==> config.mk <==
export PLATFORM = sky130hd
export DESIGN_NAME = integer_to_ascii_converter_top_flat
export DESIGN_NICKNAME = d
export VERILOG_FILES = /design/src/design/i2a_pkg.sv /design/src/design/i2a_in_if.sv /design/src/design/i2a_out_if.sv /design/src/design/i2a_datapath.sv /design/src/design/i2a_controller.sv /design/src/design/integer_to_ascii_converter_top.sv /design/src/flat_wrapper.sv
export SDC_FILE = /design/constraint.sdc
export NUM_CORES = 1
export LEC_CHECK = 0
export BUFFER_PORTS_ARGS = -buffer_cell sky130_fd_sc_hd__buf_2
export CAP_MARGIN = 10
export CORE_ASPECT_RATIO = 0.8
export CORE_UTILIZATION = 45
export DETAILED_ROUTE_END_ITERATION = 10
export REMOVE_ABC_BUFFERS = 1
export SETUP_SLACK_MARGIN = 0.5
export SLEW_MARGIN = 10
export SYNTH_ARGS = -nofsm -noshare
export SYNTH_HDL_FRONTEND = slang
export SYNTH_SLANG_ARGS = --single-unit
==> constraint.sdc <==
create_clock -name clk_i -period 6.7 [get_ports clk_i]
set_clock_uncertainty 0.2 [all_clocks]
set_input_delay 0.335 -clock clk_i [delete_from_list [all_inputs] [get_ports clk_i]]
set_output_delay 0.335 -clock clk_i [all_outputs]
set_load 0.02 [all_outputs]
==> src/design/i2a_pkg.sv <==
// Shared types, constants and helpers for the integer-to-ASCII converter.
// No dependencies; every other design file refers to this package by scoped names.
package i2a_pkg;

  // Width of the value field on the input channel.
  localparam int unsigned VALUE_FIELD_W = 64;
  // Number of low value bits that take part in a conversion (8 to 64).
  localparam int unsigned VALUE_WIDTH = 64;
  localparam int unsigned OPCODE_W = 2;

  // Twenty decimal digits cover any 64-bit magnitude; hex needs at most sixteen.
  localparam int unsigned MAX_DIGITS = 20;
  localparam int unsigned DIGIT_BITS = 4 * MAX_DIGITS;
  localparam int unsigned IDX_W = $clog2(MAX_DIGITS);
  localparam int unsigned STEP_CNT_W = $clog2(VALUE_WIDTH);

  localparam int unsigned COUNT_W = 31;
  localparam logic [COUNT_W-1:0] COUNT_MAX = {COUNT_W{1'b1}};

  // Format codes.
  localparam logic [OPCODE_W-1:0] OP_DEC = 2'd0;
  localparam logic [OPCODE_W-1:0] OP_HEX_UP = 2'd1;
  localparam logic [OPCODE_W-1:0] OP_HEX_LO = 2'd2;
  localparam logic [OPCODE_W-1:0] OP_PTR = 2'd3;

  // Fixed characters.
  localparam logic [7:0] CHAR_MINUS = 8'h2D;
  localparam logic [7:0] CHAR_ZERO = 8'h30;
  localparam logic [7:0] CHAR_X = 8'h78;
  localparam logic [7:0] CHAR_UP_A = 8'h41;
  localparam logic [7:0] CHAR_LO_A = 8'h61;

  typedef enum logic [1:0] {
    SEL_MINUS,
    SEL_ZERO,
    SEL_X,
    SEL_DIGIT
  } char_sel_e;

  // Commands from the controller to the datapath.
  typedef struct packed {
    logic      load;      // capture an accepted input word
    logic      step;      // one double-dabble shift
    logic      set_idx;   // point at the most significant nonzero digit
    logic      dec_idx;   // move to the next lower digit
    logic      emit;      // load the output register
    char_sel_e sel;
    logic      last;
  } i2a_cmd_t;

  // Status from the datapath to the controller.
  typedef struct packed {
    logic slot_free;
    logic is_dec;
    logic is_ptr;
    logic neg;
    logic idx_zero;
  } i2a_sts_t;

  // Maps a digit value to its ASCII character.
  function automatic logic [7:0] digit_char(input logic [3:0] d, input logic upper);
    logic [7:0] base;
    begin
      base = upper ? CHAR_UP_A : CHAR_LO_A;
      if (d < 4'd10) begin
        digit_char = CHAR_ZERO + {4'b0000, d};
      end else begin
        digit_char = base + {4'b0000, d} - 8'd10;
      end
    end
  endfunction

endpackage

==> src/design/i2a_in_if.sv <==
// Input channel of the converter: valid/ready handshake with value and format code.
// Depends on i2a_pkg for the field widths.
interface i2a_in_if;
  logic                               valid;
  logic                               ready;
  logic [i2a_pkg::VALUE_FIELD_W-1:0]  value;
  logic [i2a_pkg::OPCODE_W-1:0]       opcode;

  modport source (output valid, output value, output opcode, input ready);
  modport sink (input valid, input value, input opcode, output ready);
endinterface

==> src/design/i2a_out_if.sv <==
// Output channel of the converter: one ASCII character per word with last marker and count.
// Depends on i2a_pkg for the count width.
interface i2a_out_if;
  logic                          valid;
  logic                          ready;
  logic [7:0]                    ascii_char;
  logic                          last_char;
  logic [i2a_pkg::COUNT_W-1:0]   chars_so_far;

  modport source (output valid, output ascii_char, output last_char, output chars_so_far,
                  input ready);
  modport sink (input valid, input ascii_char, input last_char, input chars_so_far,
                output ready);
endinterface

==> src/design/i2a_datapath.sv <==
// Datapath: operand capture, double-dabble digit register, digit pointer and output register.
// Depends on i2a_pkg; driven by commands from i2a_controller.
module i2a_datapath (
  input  logic                              clk_i,
  input  logic                              rst_ni,
  input  logic [i2a_pkg::VALUE_FIELD_W-1:0] value_i,
  input  logic [i2a_pkg::OPCODE_W-1:0]      opcode_i,
  input  i2a_pkg::i2a_cmd_t                 cmd_i,
  output i2a_pkg::i2a_sts_t                 sts_o,
  input  logic                              out_ready_i,
  output logic                              out_valid_o,
  output logic [7:0]                        ascii_char_o,
  output logic                              last_char_o,
  output logic [i2a_pkg::COUNT_W-1:0]       chars_so_far_o
);

  logic [i2a_pkg::VALUE_WIDTH-1:0] val_in;
  logic [i2a_pkg::VALUE_WIDTH-1:0] mag_in;
  logic                            is_dec_in;
  logic                            neg_in;

  logic [i2a_pkg::VALUE_WIDTH-1:0] shift_q;
  logic [i2a_pkg::DIGIT_BITS-1:0]  digits_q;
  logic [i2a_pkg::DIGIT_BITS-1:0]  adj;
  logic [i2a_pkg::IDX_W-1:0]       idx_q;
  logic [i2a_pkg::IDX_W-1:0]       top_idx;
  logic                            is_dec_q;
  logic                            is_ptr_q;
  logic                            neg_q;
  logic                            upper_q;

  logic                            out_valid_q;
  logic [7:0]                      ascii_q;
  logic [7:0]                      ascii_d;
  logic                            last_q;
  logic [i2a_pkg::COUNT_W-1:0]     total_q;
  logic [i2a_pkg::COUNT_W-1:0]     total_d;
  logic [3:0]                      cur_digit;

  assign val_in    = value_i[i2a_pkg::VALUE_WIDTH-1:0];
  assign is_dec_in = (opcode_i == i2a_pkg::OP_DEC);
  assign neg_in    = is_dec_in & val_in[i2a_pkg::VALUE_WIDTH-1];
  // The magnitude of the most negative value is still exact as an unsigned number.
  assign mag_in    = neg_in ? (~val_in + 1'b1) : val_in;

  // Add-3 correction on every BCD digit before each shift.
  always_comb begin
    for (int i = 0; i < i2a_pkg::MAX_DIGITS; i++) begin
      if (digits_q[4*i +: 4] >= 4'd5) begin
        adj[4*i +: 4] = digits_q[4*i +: 4] + 4'd3;
      end else begin
        adj[4*i +: 4] = digits_q[4*i +: 4];
      end
    end
  end

  // Highest nonzero digit; zero prints as a single digit.
  always_comb begin
    top_idx = '0;
    for (int i = 0; i < i2a_pkg::MAX_DIGITS; i++) begin
      if (digits_q[4*i +: 4] != 4'd0) begin
        top_idx = i2a_pkg::IDX_W'(i);
      end
    end
  end

  always_ff @(posedge clk_i) begin
    if (cmd_i.load) begin
      shift_q  <= mag_in;
      is_dec_q <= is_dec_in;
      is_ptr_q <= (opcode_i == i2a_pkg::OP_PTR);
      neg_q    <= neg_in;
      upper_q  <= (opcode_i == i2a_pkg::OP_HEX_UP) || is_dec_in;
      if (is_dec_in) begin
        digits_q <= '0;
      end else begin
        digits_q <= i2a_pkg::DIGIT_BITS'(val_in);
      end
    end else if (cmd_i.step) begin
      digits_q <= {adj[i2a_pkg::DIGIT_BITS-2:0], shift_q[i2a_pkg::VALUE_WIDTH-1]};
      shift_q  <= {shift_q[i2a_pkg::VALUE_WIDTH-2:0], 1'b0};
    end
    if (cmd_i.set_idx) begin
      idx_q <= top_idx;
    end else if (cmd_i.dec_idx) begin
      idx_q <= idx_q - 1'b1;
    end
  end

  assign cur_digit = digits_q[{idx_q, 2'b00} +: 4];

  always_comb begin
    case (cmd_i.sel)
      i2a_pkg::SEL_MINUS: ascii_d = i2a_pkg::CHAR_MINUS;
      i2a_pkg::SEL_ZERO:  ascii_d = i2a_pkg::CHAR_ZERO;
      i2a_pkg::SEL_X:     ascii_d = i2a_pkg::CHAR_X;
      i2a_pkg::SEL_DIGIT: ascii_d = i2a_pkg::digit_char(cur_digit, upper_q);
      default:            ascii_d = i2a_pkg::CHAR_ZERO;
    endcase
  end

  assign total_d = (total_q == i2a_pkg::COUNT_MAX) ? total_q : total_q + 1'b1;

  always_ff @(posedge clk_i or negedge rst_ni) begin
    if (!rst_ni) begin
      out_valid_q <= 1'b0;
      total_q     <= '0;
    end else if (cmd_i.emit) begin
      out_valid_q <= 1'b1;
      total_q     <= total_d;
    end else if (out_ready_i) begin
      out_valid_q <= 1'b0;
    end
  end

  always_ff @(posedge clk_i) begin
    if (cmd_i.emit) begin
      ascii_q <= ascii_d;
      last_q  <= cmd_i.last;
    end
  end

  assign sts_o.slot_free = !out_valid_q || out_ready_i;
  assign sts_o.is_dec    = is_dec_q;
  assign sts_o.is_ptr    = is_ptr_q;
  assign sts_o.neg       = neg_q;
  assign sts_o.idx_zero  = (idx_q == '0);

  assign out_valid_o    = out_valid_q;
  assign ascii_char_o   = ascii_q;
  assign last_char_o    = last_q;
  assign chars_so_far_o = total_q;

endmodule

==> src/design/i2a_controller.sv <==
// Controller: sequences operand load, digit extraction, prefix characters and digit output.
// Depends on i2a_pkg; drives i2a_datapath through command and status structs.
module i2a_controller (
  input  logic              clk_i,
  input  logic              rst_ni,
  input  logic              in_valid_i,
  output logic              in_ready_o,
  input  i2a_pkg::i2a_sts_t sts_i,
  output i2a_pkg::i2a_cmd_t cmd_o
);

  localparam logic [2:0] ST_IDLE = 3'd0;
  localparam logic [2:0] ST_CONV = 3'd1;
  localparam logic [2:0] ST_SCAN = 3'd2;
  localparam logic [2:0] ST_SIGN = 3'd3;
  localparam logic [2:0] ST_PFX0 = 3'd4;
  localparam logic [2:0] ST_PFX1 = 3'd5;
  localparam logic [2:0] ST_DIG  = 3'd6;

  logic [2:0]                       state_q;
  logic [2:0]                       state_d;
  logic [i2a_pkg::STEP_CNT_W-1:0]   cnt_q;
  logic [i2a_pkg::STEP_CNT_W-1:0]   cnt_d;

  assign in_ready_o = (state_q == ST_IDLE);

  always_comb begin
    state_d       = state_q;
    cnt_d         = cnt_q;
    cmd_o.load    = 1'b0;
    cmd_o.step    = 1'b0;
    cmd_o.set_idx = 1'b0;
    cmd_o.dec_idx = 1'b0;
    cmd_o.emit    = 1'b0;
    cmd_o.sel     = i2a_pkg::SEL_DIGIT;
    cmd_o.last    = 1'b0;
    case (state_q)
      ST_IDLE: begin
        if (in_valid_i) begin
          cmd_o.load = 1'b1;
          cnt_d      = i2a_pkg::STEP_CNT_W'(i2a_pkg::VALUE_WIDTH - 1);
          state_d    = ST_CONV;
        end
      end
      ST_CONV: begin
        // Hex digits are already in place; decimal runs one shift per cycle.
        if (!sts_i.is_dec) begin
          state_d = ST_SCAN;
        end else begin
          cmd_o.step = 1'b1;
          cnt_d      = cnt_q - 1'b1;
          if (cnt_q == '0) begin
            state_d = ST_SCAN;
          end
        end
      end
      ST_SCAN: begin
        cmd_o.set_idx = 1'b1;
        if (sts_i.neg) begin
          state_d = ST_SIGN;
        end else if (sts_i.is_ptr) begin
          state_d = ST_PFX0;
        end else begin
          state_d = ST_DIG;
        end
      end
      ST_SIGN: begin
        if (sts_i.slot_free) begin
          cmd_o.emit = 1'b1;
          cmd_o.sel  = i2a_pkg::SEL_MINUS;
          state_d    = ST_DIG;
        end
      end
      ST_PFX0: begin
        if (sts_i.slot_free) begin
          cmd_o.emit = 1'b1;
          cmd_o.sel  = i2a_pkg::SEL_ZERO;
          state_d    = ST_PFX1;
        end
      end
      ST_PFX1: begin
        if (sts_i.slot_free) begin
          cmd_o.emit = 1'b1;
          cmd_o.sel  = i2a_pkg::SEL_X;
          state_d    = ST_DIG;
        end
      end
      ST_DIG: begin
        if (sts_i.slot_free) begin
          cmd_o.emit = 1'b1;
          cmd_o.sel  = i2a_pkg::SEL_DIGIT;
          cmd_o.last = sts_i.idx_zero;
          if (sts_i.idx_zero) begin
            state_d = ST_IDLE;
          end else begin
            cmd_o.dec_idx = 1'b1;
          end
        end
      end
      default: begin
        state_d = ST_IDLE;
      end
    endcase
  end

  always_ff @(posedge clk_i or negedge rst_ni) begin
    if (!rst_ni) begin
      state_q <= ST_IDLE;
      cnt_q   <= '0;
    end else begin
      state_q <= state_d;
      cnt_q   <= cnt_d;
    end
  end

endmodule

==> src/design/integer_to_ascii_converter_top.sv <==
// Top level of the integer-to-ASCII converter: joins controller and datapath to the channels.
// Depends on i2a_pkg, i2a_in_if, i2a_out_if, i2a_controller and i2a_datapath.
//
// The input channel takes one word holding a 64-bit value and a format code:
// signed decimal, uppercase hex, lowercase hex, or pointer ("0x" then lowercase
// hex). The output channel returns the characters most significant first, one
// per word, with last_char set on the final one and a saturating running count
// of every character sent since reset.
// One conversion is in flight at a time. After a word is accepted, decimal
// digits are extracted by a double-dabble shift register, one bit per cycle;
// hex needs no extraction. Characters then leave at one per cycle while the
// receiver is ready. A conversion gives at most 20 characters, and the
// double-dabble loop sets the decimal rate.
// The output register decouples the sides: a new word is accepted while the
// last character of the previous conversion still waits to be taken. When the
// receiver stalls, the current character holds and the sequencer waits.
// Reset clears the sequencer, the output valid flag and the character count.
module integer_to_ascii_converter_top (
  input logic       clk_i,
  input logic       rst_ni,
  i2a_in_if.sink    in_i,
  i2a_out_if.source out_o
);

  i2a_pkg::i2a_cmd_t cmd;
  i2a_pkg::i2a_sts_t sts;

  i2a_controller u_i2a_controller (
    .clk_i      (clk_i),
    .rst_ni     (rst_ni),
    .in_valid_i (in_i.valid),
    .in_ready_o (in_i.ready),
    .sts_i      (sts),
    .cmd_o      (cmd)
  );

  i2a_datapath u_i2a_datapath (
    .clk_i          (clk_i),
    .rst_ni         (rst_ni),
    .value_i        (in_i.value),
    .opcode_i       (in_i.opcode),
    .cmd_i          (cmd),
    .sts_o          (sts),
    .out_ready_i    (out_o.ready),
    .out_valid_o    (out_o.valid),
    .ascii_char_o   (out_o.ascii_char),
    .last_char_o    (out_o.last_char),
    .chars_so_far_o (out_o.chars_so_far)
  );

endmodule

==> src/flat_wrapper.sv <==
// flat-port wrapper written by rule: the top's interface ports become plain ports
module integer_to_ascii_converter_top_flat 
  (clk_i, rst_ni, in_i_valid, in_i_value, in_i_opcode, in_i_ready, out_o_valid, out_o_ascii_char, out_o_last_char, out_o_chars_so_far, out_o_ready);
  i2a_in_if in_i_i ();
  i2a_out_if out_o_i ();
  input logic clk_i;
  input logic rst_ni;
  input wire logic [$bits(in_i_i.valid)-1:0] in_i_valid;
  input wire logic [$bits(in_i_i.value)-1:0] in_i_value;
  input wire logic [$bits(in_i_i.opcode)-1:0] in_i_opcode;
  output wire logic [$bits(in_i_i.ready)-1:0] in_i_ready;
  output wire logic [$bits(out_o_i.valid)-1:0] out_o_valid;
  output wire logic [$bits(out_o_i.ascii_char)-1:0] out_o_ascii_char;
  output wire logic [$bits(out_o_i.last_char)-1:0] out_o_last_char;
  output wire logic [$bits(out_o_i.chars_so_far)-1:0] out_o_chars_so_far;
  input wire logic [$bits(out_o_i.ready)-1:0] out_o_ready;
  assign in_i_i.valid = in_i_valid;
  assign in_i_i.value = in_i_value;
  assign in_i_i.opcode = in_i_opcode;
  assign in_i_ready = in_i_i.ready;
  assign out_o_valid = out_o_i.valid;
  assign out_o_ascii_char = out_o_i.ascii_char;
  assign out_o_last_char = out_o_i.last_char;
  assign out_o_chars_so_far = out_o_i.chars_so_far;
  assign out_o_i.ready = out_o_ready;
  integer_to_ascii_converter_top u_core (.clk_i(clk_i), .rst_ni(rst_ni), .in_i(in_i_i), .out_o(out_o_i));
endmodule
Yosys cells after proc, flatten, opt, wreduce, memory -nomap -nowiden
Index checks and enable logic that the tools add are counted.
{"block": "word_totals", "out_inout_bits": 42, "reg_bits": 203, "wordCells": 197, "in_bits": 70}
{"block": "op_classes", "shift": 1, "reduce_logical": 36, "add_sub_neg": 27, "mux": 77, "bitwise": 3, "n_eq_ne": 19, "n_lt_le_gt_ge": 21}
{"operator": "64-bit two-way mux", "n": 4}
{"operator": "80-bit two-way mux", "n": 2}
{"operator": "5-bit two-way mux", "n": 21}
{"operator": "4-bit by 3-bit >= comparator with 1-bit output (second input constant)", "n": 20}
{"operator": "80-bit by 8-bit variable part select with 4-bit output", "n": 1}
{"operator": "4-bit by 2-bit adder with 4-bit output (second input constant)", "n": 19}
{"operator": "4-bit two-way mux", "n": 19}
{"operator": "4-bit nonzero test", "n": 19}
{"operator": "64-bit by 1-bit adder with 64-bit output (second input constant)", "n": 1}
{"operator": "64-bit inverter", "n": 1}
{"operator": "3-bit two-way mux", "n": 12}
{"operator": "8-bit case mux with 4 select lines", "n": 1}
{"operator": "31-bit by 1-bit adder with 31-bit output (second input constant)", "n": 1}
{"operator": "31-bit == test (second input constant)", "n": 1}
{"operator": "6-bit two-way mux", "n": 3}
{"operator": "3-bit case mux with 6 select lines", "n": 1}
{"operator": "3-bit case mux with 4 select lines", "n": 1}
{"operator": "6-bit case mux with 2 select lines", "n": 1}
{"operator": "1-bit two-way mux", "n": 10}
{"operator": "3-bit == test (second input constant)", "n": 3}
{"operator": "7-bit by 4-bit adder with 8-bit output", "n": 1}
{"operator": "8-bit two-way mux", "n": 1}
{"operator": "2-bit nonzero test", "n": 4}
{"operator": "8-bit by 4-bit subtractor with 8-bit output (second input constant)", "n": 1}
{"operator": "25 further kinds", "n": 36}

Logic depth before layout (Yosys ltp)
Gate-level depths: netlist (run 1).
{"block": "logic_depth", "depth_word": 21, "depth_mapped": 12, "depth_no_buf": 9}

Cells and area by module
A second synthesis (run 1) with hierarchy kept.
{"block": "hier_totals", "cells_unflattened": 1324, "hier_area_um2": 12782.3}
{"mod": "i2a_datapath", "area_each_um2": 12115.4, "cells_per_inst": 1244, "seq_area_each_um2": 5635.4, "n_inst": 1}
{"mod": "i2a_controller", "area_each_um2": 666.9, "cells_per_inst": 80, "seq_area_each_um2": 225.2, "n_inst": 1}

Worst setup path after synthesis (run 1)
OpenSTA, ideal clock, no wires.
{"block": "synth_timing", "path_kind": "register to register", "start": "register u_core.u_i2a_controller.state_q[0]", "end": "register u_core.u_i2a_datapath.digits_q[0] in the netlist's numbering, enable pin", "setup_time_ns": 0.510, "path_slack_ns": 1.368, "stages_incl_launch_ff": 6, "required_ns": 5.990, "arrival_ns": 4.622, "path_cell_list": "dfrtp_1 > clkbuf_1 > nor3_1 > nand2_1 > clkbuf_1 > nand2_1"}
{"block": "synth_via", "elab_chain_cells": 3, "word_cells_on_any_way": 5, "classes_between": "eq/ne (1); mux (2); reduce/logical (2)"}
{"item": "start: declaration", "line_no": "i2a_controller.sv:20", "source": "logic [2:0] state_q;"}
{"item": "start signal: assignment", "line_no": "i2a_controller.sv:111", "source": "state_q <= state_d;"}
{"item": "3-bit logical NOT"}
{"item": "via in_i_ready", "line_no": "flat_wrapper.sv:11", "source": "output wire logic [$bits(in_i_i.ready)-1:0] in_i_ready;"}
{"item": "1-bit two-way mux", "line_no": "i2a_controller.sv:37", "source": "case (state_q)"}
{"item": "2-bit nonzero test (no source line)"}
{"item": "end signal: assignment", "line_no": "i2a_datapath.sv:77", "source": "digits_q <= i2a_pkg::DIGIT_BITS'(val_in);"}
{"item": "end signal: assignment", "line_no": "i2a_datapath.sv:80", "source": "digits_q <= {adj[i2a_pkg::DIGIT_BITS-2:0], shift_q[i2a_pkg::VALUE_WIDTH-1]};"}
{"item": "end: declaration", "line_no": "i2a_datapath.sv:23", "source": "logic [i2a_pkg::DIGIT_BITS-1:0] digits_q;"}
The timed path passes the listed nets, and every way through them passes these cells.
A chain may end at the register's enable or synchronous reset.

Worst setup path after layout (run 1)
{"block": "layout_timing", "start": "input port in_i_value[15]", "end": "register u_core.u_i2a_datapath.shift_q[60] in the netlist's numbering, data pin"}
{"block": "layout_via", "elab_chain_cells": 4}
{"item": "start: declaration", "line_no": "flat_wrapper.sv:9", "source": "input wire logic [$bits(in_i_i.value)-1:0] in_i_value;"}
{"item": "64-bit inverter", "line_no": "i2a_datapath.sv:44", "source": "assign mag_in = neg_in ? (~val_in + 1'b1) : val_in;"}
{"item": "64-bit by 1-bit adder with 64-bit output", "line_no": "i2a_datapath.sv:44"}
{"item": "64-bit two-way mux", "line_no": "i2a_datapath.sv:44"}
{"item": "64-bit two-way mux", "line_no": "i2a_datapath.sv:68", "source": "if (cmd_i.load) begin"}
{"item": "end signal: assignment", "line_no": "i2a_datapath.sv:69", "source": "shift_q <= mag_in;"}
{"item": "end signal: assignment", "line_no": "i2a_datapath.sv:81", "source": "shift_q <= {shift_q[i2a_pkg::VALUE_WIDTH-2:0], 1'b0};"}
{"item": "end: declaration", "line_no": "i2a_datapath.sv:22", "source": "logic [i2a_pkg::VALUE_WIDTH-1:0] shift_q;"}
No other way between the ends.

==> results.json, run 1 <==
{
  "overflow": 0,
  "r2r_setup_slack_ns": 3.11,
  "fp.coreArea_sq_mm": 0.0276,
  "reg2reg_to": "u_core.u_i2a_datapath.digits_q[3]",
  "via_count": 10400,
  "syn_area_sq_mm": 0.0128,
  "dp_hpwl_um": 22300,
  "rows": 54,
  "io_pins": 112,
  "path_clk_slew_ns": 0.07,
  "cts-root-buf": "clkbuf_16",
  "clkSinkCount": 202,
  "grt_pass1_vias": 9825,
  "cts_repair_resize_count": 0,
  "path_delay_family": "simple AND/OR/NAND/NOR gates",
  "die_x_um": 190,
  "finalCritPeriodShare_pct": 53.7,
  "yosys_warnings": 0,
  "ir_drop_v": 0.000220,
  "fmax_ghz": 0.278,
  "synth-edff-count": 161,
  "cts_buffers": 24,
  "cp_num_buf_inv": 2,
  "diodes": 0,
  "powerDensity_mw_per_mm2": 352,
  "routedWlPerCell_um": 17.4,
  "drv_slew": 0,
  "drv_cap": 0,
  "r2r_cells": 5,
  "synth_xor_area_share_pct": 9.45,
  "grt_setup_unrepaired": "no",
  "hold_path_class": "in -> reg",
  "drc": 0,
  "drt_iter0_markers": 962,
  "ys_ff_latch": 202,
  "setup_tns_ns": 0,
  "avgSynthCellArea_sq_um": 9.57,
  "via_per_inst": 5.66,
  "timing.rr.start": "u_core.u_i2a_controller.state_q[0]",
  "crit_type": "in -> reg",
  "status": "finished clean",
  "finalHoldViolCount": 0,
  "hold_end": "u_core.u_i2a_datapath.digits_q[33]",
  "yosys.area_share.simple_pct": 18.5,
  "cts_tree": "built",
  "ys_async_sr_fraction_pct": 20.3,
  "die_h_um": 153,
  "setup_violations": 0,
  "worst_pin_slew_ns": 1.09,
  "io_buffers": 110,
  "place.gp.congestion": 0.842,
  "whs_path_depth": 3,
  "worstSkewPairLatency_ns": 0.52,
  "netlist_instances": 1336,
  "die_area_sq_mm": 0.0291,
  "grt_max_degree": 78,
  "fin_crit_ns": 3.60,
  "max_slew_margin_pct": 27.5,
  "post-cts-setup-buffers": 0,
  "cpMaxStageDelayCell": "nor3_1",
  "drive_gt1_share_pct": 12.9,
  "area_growth_pct": 15.5,
  "crit_path_max_incr_delay_ns": 0.76,
  "ys_seq_area_share_pct": 45.8,
  "yosysUniqueCellTypes": 65,
  "endpoint_kind": "flip-flop",
  "critPathMaxFanout": 6,
  "dr.pass1.iters": 5,
  "routed_wl_um": 31900,
  "synth_fa_ha_area_share_pct": 4.70,
  "cp.arrival_ns": 3.64,
  "grt_use_total_pct": 22.2,
  "grt_pass1_wl_um": 52400,
  "hold_start": "in_i_value[33]",
  "clk_path_buf_depth": 3,
  "finish.utilization_pct": 53.6,
  "synth_compound_area_share_pct": 14.1,
  "antenna_found_initial": 0,
  "crit_chain": "dlygate4sd3_1 > buf_2 > or4_4 > or4_1 > nor3_1 > and2_1 > a31oi_1 > xnor2_1 > o21ai_0",
  "htree_num_levels": 1,
  "nets": 1573,
  "critPathRequiredTime_ns": 6.74,
  "synth_flop_cell": "edfxtp_1",
  "start_util_pct": 46.4,
  "leakage_nw": 5.50,
  "synth_top_family_by_area": "simple AND/OR/NAND/NOR gates",
  "synthMuxAreaShare_pct": 3.53,
  "crit_path_start_kind": "input pin",
  "postRouteAntennaNets": 0
}
what timing repair did:
action / in CTS / in global routing
hold endpoints to repair: 80 / 0
endpoints found under the setup margin: 0 / 0
hold buffers: 39 / 0
kinds of logic after synthesis:
logic type | Yosys count
AOI/OAI and AO/OA | 317
xor gates and xnor gates | 138
adders and majority gates | 48
buffers and inverters | 125
DFF | 202
muxes | 27
other | 1
and+or+nand+nor | 478
worst register-to-register path, delay by kind of cell, from the launching register on:
family          cells  cell delay [ns]
buf+inv             2             1.46
simple gates        2             0.86
flops               1             0.54
compound gates      1             0.25
where the power goes:
part | internal, W | switching [W] | total [W]
registers | 0.00183 | 0.000314 | 0.00215
clock network | 0.000749 | 0.000537 | 0.00129
logic | 0.000708 | 0.00106 | 0.00177
layout make-up:
cell class / count / area, sq um
repair buffers: 156 / 993
clock inverters: 10 / 53.8
flip-flops and latches: 202 / 5860
multi-input cells: 1009 / 6450
clock buffers: 34 / 721
inverters: 62 / 235
well taps: 364 / 455
fillers: 2551 / 12800
synthesized netlist by cell type (all sizes together), types with 4 or more instances:
master   count  area (sq um)
nand3       86           430
nand2      137           514
a21oi       98           490
xor2        55           482
xnor2       83           727
o2111ai      4          35.0
mux4        14           315
o41ai        5          43.8
o211ai       7          52.6
clkbuf      44           165
and3         8          50.1
mux2i        8          80.1
inv         62           233
nand3b       4          30.0
mux2         5          56.3
nor2        98           383
o31ai       26           219
buf         19          92.6
or2          5          31.3
edfxtp     161          4830
ha          48           601
nor3        30           150
a31oi       10          62.6
or3          5          31.3
nor2b        5          31.3
nor3b       22           165
nand2b      29           181
o21ai      148           741
or4          7          60.1
dfrtp       41          1030
and2         6          37.5
nand4       12          75.1
nor4        15           115
cell usage in the layout (no fill, tap or decap), types with 55 or more instances in the layout:
cell,Yosys,routed
buf_2,5,110
nand3_1,86,86
a21oi_1,98,98
xnor2_1,83,83
nand2_1,137,135
edfxtp_1,161,161
o21ai_0,127,127
inv_1,61,61
nor2_1,96,96
xor2_1,55,55
metrics by stage:
| stage | cell area (sq um) | hold slack (ns) | cells | worst slack, ns | power [W] |
|---|---|---|---|---|---|
| finish | 14800 | 0.0137 | 1837 | 3.10 | 0.00520 |
| global route | 14800 | 0.0173 | 1837 | 2.78 | 0.00556 |
| CTS | 14800 | 0.000345 | 1837 | 3.09 | 0.00524 |
| detailed placement | 13600 | 0.275 | 1754 | 3.08 | 0.00392 |
| global placement | 13600 | 0.270 | 1754 | 3.14 | 0.00388 |
| floorplan | 12500 | -0.161 | 1273 | -1.06 | 0.00341 |
state kept, by name, indices dropped and copies added (netlist names):
name / cells
u_core.u_i2a_datapath.out_valid_o: 1
u_core.u_i2a_controller.state_q: 3
u_core.u_i2a_datapath.is_ptr_q: 1
u_core.u_i2a_datapath.neg_q: 1
u_core.u_i2a_datapath.last_char_o: 1
u_core.u_i2a_datapath.shift_q: 64
u_core.u_i2a_datapath.ascii_char_o: 7
u_core.u_i2a_datapath.idx_q: 5
u_core.u_i2a_datapath.is_dec_q: 1
u_core.u_i2a_controller.cnt_q: 6
u_core.u_i2a_datapath.digits_q: 80
u_core.u_i2a_datapath.chars_so_far_o: 31
u_core.u_i2a_datapath.upper_q: 1
per-layer routing:
| metal | wire [um] | track usage [%] |
|---|---|---|
| met3 | 1920 | 3.34 |
| met1 | 16100 | 34.6 |
| met2 | 13300 | 32.1 |
| met4 | 581 | 4.99 |
| met5 | 0 | 0 |
worst max path at each step:
stage	endpoint	start	cells after the start
2_1_floorplan	u_core.u_i2a_datapath.digits_q[0]	u_core.u_i2a_controller.state_q[2]	3
3_3_place_gp	u_core.u_i2a_datapath.shift_q[62]	in_i_value[14]	8
3_5_place_dp	u_core.u_i2a_datapath.digits_q[3]	u_core.u_i2a_controller.state_q[0]	5
4_1_cts	u_core.u_i2a_datapath.digits_q[3]	u_core.u_i2a_controller.state_q[0]	5
5_1_grt	u_core.u_i2a_datapath.digits_q[1]	u_core.u_i2a_controller.state_q[2]	5
6_report	u_core.u_i2a_datapath.shift_q[60]	in_i_value[15]	9
Note: power is estimated with default switching activity, not from simulation.
==> run 2, diff against run 1 <==
Settings changed: ABC_AREA set to 1.
Clock period 6.7 ns to 3.49 ns, I/O delays scaled along.
==> run 2 against run 1 <==
First-iteration DRC count up 0.21%. Via count increased by 19%. Worst hold slack better by 0.12 ns. Die area rose by 7.1%. Total power up 150%. Combinational power grew to 3.2 times the previous value. Global-route usage is 2.6 points higher. Clock-buffer cell count fell by 3. Critical path depth rose by 8. Cell area is 10% higher. Core utilization rose by 1.3 points. Worst setup slack lost 2.5 ns. Critical endpoint is now u_core.u_i2a_datapath.shift_q[48]. Largest power group is now combinational cells.
==> results.json, run 2 <==
{
  "drv_cap": 0,
  "worstSkewPairLatency_ns": 0.53,
  "drt_iter0_markers": 964,
  "crit_type": "in -> reg",
  "r2r_cells": 11,
  "ys_async_sr_fraction_pct": 20.3,
  "io_pins": 112,
  "grt_use_total_pct": 24.8,
  "yosysTopAreaCellShare_pct": 35.3,
  "rows": 56,
  "setup_violations": 0,
  "setup_tns_ns": 0,
  "nFillCells": 2799,
  "fin_crit_ns": 2.91,
  "via_per_inst": 5.35,
  "grt_pass1_wl_um": 61100,
  "die_area_sq_mm": 0.0312,
  "powerDensity_mw_per_mm2": 788,
  "cpMaxStageDelayCell": "dlygate4sd3_1",
  "worst_pin_slew_ns": 0.941,
  "io_buffers": 110,
  "routed_wl_um": 38900,
  "power_frac_comb_pct": 44.9,
  "antenna_found_initial": 0,
  "p_clk_share_pct": 18.1,
  "netlist_top_cells_count": "nand2_1, inv_1, o21ai_0",
  "synth-edff-count": 161,
  "dp_hpwl_um": 28000,
  "hold_path_class": "in -> async",
  "power_switching_w": 0.00537,
  "p_int_w": 0.00744,
  "ir_drop_v": 0.000444,
  "grt_setup_unrepaired": "yes",
  "synth_top_area_cell": "edfxtp_1",
  "fp.coreArea_sq_mm": 0.0296,
  "via_count": 12400,
  "routedWlPerCell_um": 16.8,
  "grt_pass1_vias": 11500,
  "cp.arrival_ns": 2.99,
  "dr.pass1.iters": 6,
  "critPathRequiredTime_ns": 3.57,
  "drive_gt1_share_pct": 11.6,
  "htree_num_levels": 1,
  "start_util_pct": 46.2,
  "area_growth_pct": 18.7,
  "endpoint_kind": "flip-flop",
  "crit_chain": "dlygate4sd3_1 > buf_2 > inv_2 > ha_1 > nand3_2 > nor2_4 > nand3_4 > nor2_4 > nand3_2 > nor3_4 > inv_2 > o21ai_2 > o21ai_2 > a21oi_4 > nand3_1 > nand3_1 > nand2_1",
  "finalHoldViolCount": 0,
  "yosys_warnings": 0,
  "syn_area_sq_mm": 0.0137,
  "max_slew_margin_pct": 37.3,
  "leakage_nw": 7.08,
  "clk_path_buf_depth": 3,
  "switching_share_pct": 41.9,
  "diodes": 0,
  "ys_ff_latch": 202,
  "postRouteAntennaNets": 0,
  "place.gp.congestion": 0.897,
  "overflow": 0,
  "synth_flop_cell": "edfxtp_1",
  "drc": 0,
  "path_clk_slew_ns": 0.06,
  "finalCritPeriodShare_pct": 83.4,
  "drv_slew": 0,
  "seqCellArea_sq_mm": 0.00586,
  "crit_path_start_kind": "input pin",
  "final_common_cell": "nand2_1",
  "regMostFlops": "u_core.u_i2a_datapath.digits_q",
  "die_x_um": 197,
  "yosysUniqueCellTypes": 61,
  "netlist_instances": 1719,
  "p_seq_share_pct": 37.0,
  "multiInputGateArea_sq_mm": 0.00665,
  "avgSynthCellArea_sq_um": 7.97,
  "yosys-top-cells-area": "edfxtp_1, nand2_1, dfrtp_1",
  "final_area_sq_mm": 0.0163,
  "crit_path_max_incr_delay_ns": 0.53,
  "clkSinkCount": 202,
  "critPathMaxFanout": 4,
  "nets": 2013,
  "cts_tree": "built",
  "ys_seq_area_share_pct": 42.8,
  "cts_buffers": 23,
  "die_h_um": 158,
  "detailed_place.area_sq_mm": 0.0148,
  "yosysMostFrequentCell": "nand2_1",
  "most-common-layout-cells": "nand2_1, inv_1, o21ai_0",
  "status": "finished clean",
  "fmax_ghz": 0.343,
  "largest_register_ffs": 80,
  "cts-root-buf": "clkbuf_16",
  "grt_max_degree": 94
}
[run 2: cell types whose count changed after synthesis, sizes merged, moves of 12 or more]
cell	previous run	this run
a21oi	98	76
a32o	1	13
inv	62	263
mux4	14	0
nand2	137	328
nand2b	29	0
nand4	12	30
nor2	98	170
nor3b	22	0
o21ai	148	210
o31ai	26	9
o32ai	0	13
xnor2	83	15
xor2	55	78
[run 2: metal layers]
metal / up-vias / GRT usage [%] / share of wire, % / wire [um]
met1: 5780 / 36.8 / 49 / 19200
met5: - / 0 / 0 / 0
met2: 406 / 38.1 / 42 / 16400
met3: 59 / 3.73 / 6.2 / 2420
li1: 6163 / - / - / -
met4: 0 / 5.39 / 2.1 / 811
[run 2: cells by family after synthesis]
kind of cell | Yosys count | synth area share, %
adders and majority gates | 48 | 4.38
other | 1 | 0.0274
DFF | 202 | 42.8
xor gates and xnor gates | 93 | 5.94
and+or+nand+nor | 677 | 22.0
buffers and inverters | 319 | 8.96
AOI/OAI and AO/OA | 379 | 15.9
[run 2: worst paths after layout]
check,start,slack (ns),end
setup / recovery,in_i_value[0],0.58,u_core.u_i2a_datapath.shift_q[48]
hold / removal,rst_ni,0.13,u_core.u_i2a_controller.state_q[1]
setup reg to reg,u_core.u_i2a_datapath.idx_q[0],0.72,u_core.u_i2a_datapath.ascii_char_o[2]
hold reg to reg,u_core.u_i2a_datapath.chars_so_far_o[4],0.31,u_core.u_i2a_datapath.chars_so_far_o[4]
max in group asynchronous,rst_ni,2.38,u_core.u_i2a_datapath.chars_so_far_o[18]
min in group clk_i,in_i_value[20],0.23,u_core.u_i2a_datapath.shift_q[37]
[run 2: area by class of cell]
class / count / area share, %
Sequential cell: 202 / 36.0
Timing Repair Buffer: 200 / 9.25
Clock inverter: 11 / 0.323
Tap cell: 406 / 3.12
Multi-Input combinational cell: 1198 / 40.9
Inverter: 268 / 6.24
Clock buffer: 31 / 4.03
Timing Repair inverter: 2 / 0.0923
[run 2: stage by stage]
stage,total power (W),hold slack (ns),setup slack (ns),instances,util [%]
CTS,0.0127,0.151,0.522,2313,54.6
global route,0.0139,0.214,0.463,2318,54.9
finish,0.0128,0.129,0.579,2318,54.9
detailed placement,0.0103,0.172,0.493,2202,49.8
global placement,0.0102,0.168,0.372,2202,49.8
floorplan,0.00869,-0.321,-5.20,1668,-
[run 2: repair_timing]
| action | in CTS | in global routing |
|---|---|---|
| hold endpoints to repair | 157 | 0 |
| gates resized for setup | 0 | 15 |
| setup endpoints to repair | 0 | 12 |
| hold buffers | 69 | 0 |
| buffers inserted | 0 | 2 |
[run 2: power groups by stage]
stage | Clock [W] | Combinational, W | Sequential [W]
finish | 0.00232 | 0.00575 | 0.00474
floorplan | 0 | 0.00384 | 0.00485
global route | 0.00245 | 0.00655 | 0.00485
CTS | 0.00238 | 0.00564 | 0.00471
global placement | 0 | 0.00544 | 0.00473
detailed placement | 0 | 0.00556 | 0.00474
[run 2: critical path: cells and delay by family]
| family | cells | cell delay (ns) |
|---|---|---|
| simple gates | 9 | 1.28 |
| buf+inv | 4 | 0.84 |
| compound gates | 3 | 0.49 |
| fa+ha+maj | 1 | 0.18 |
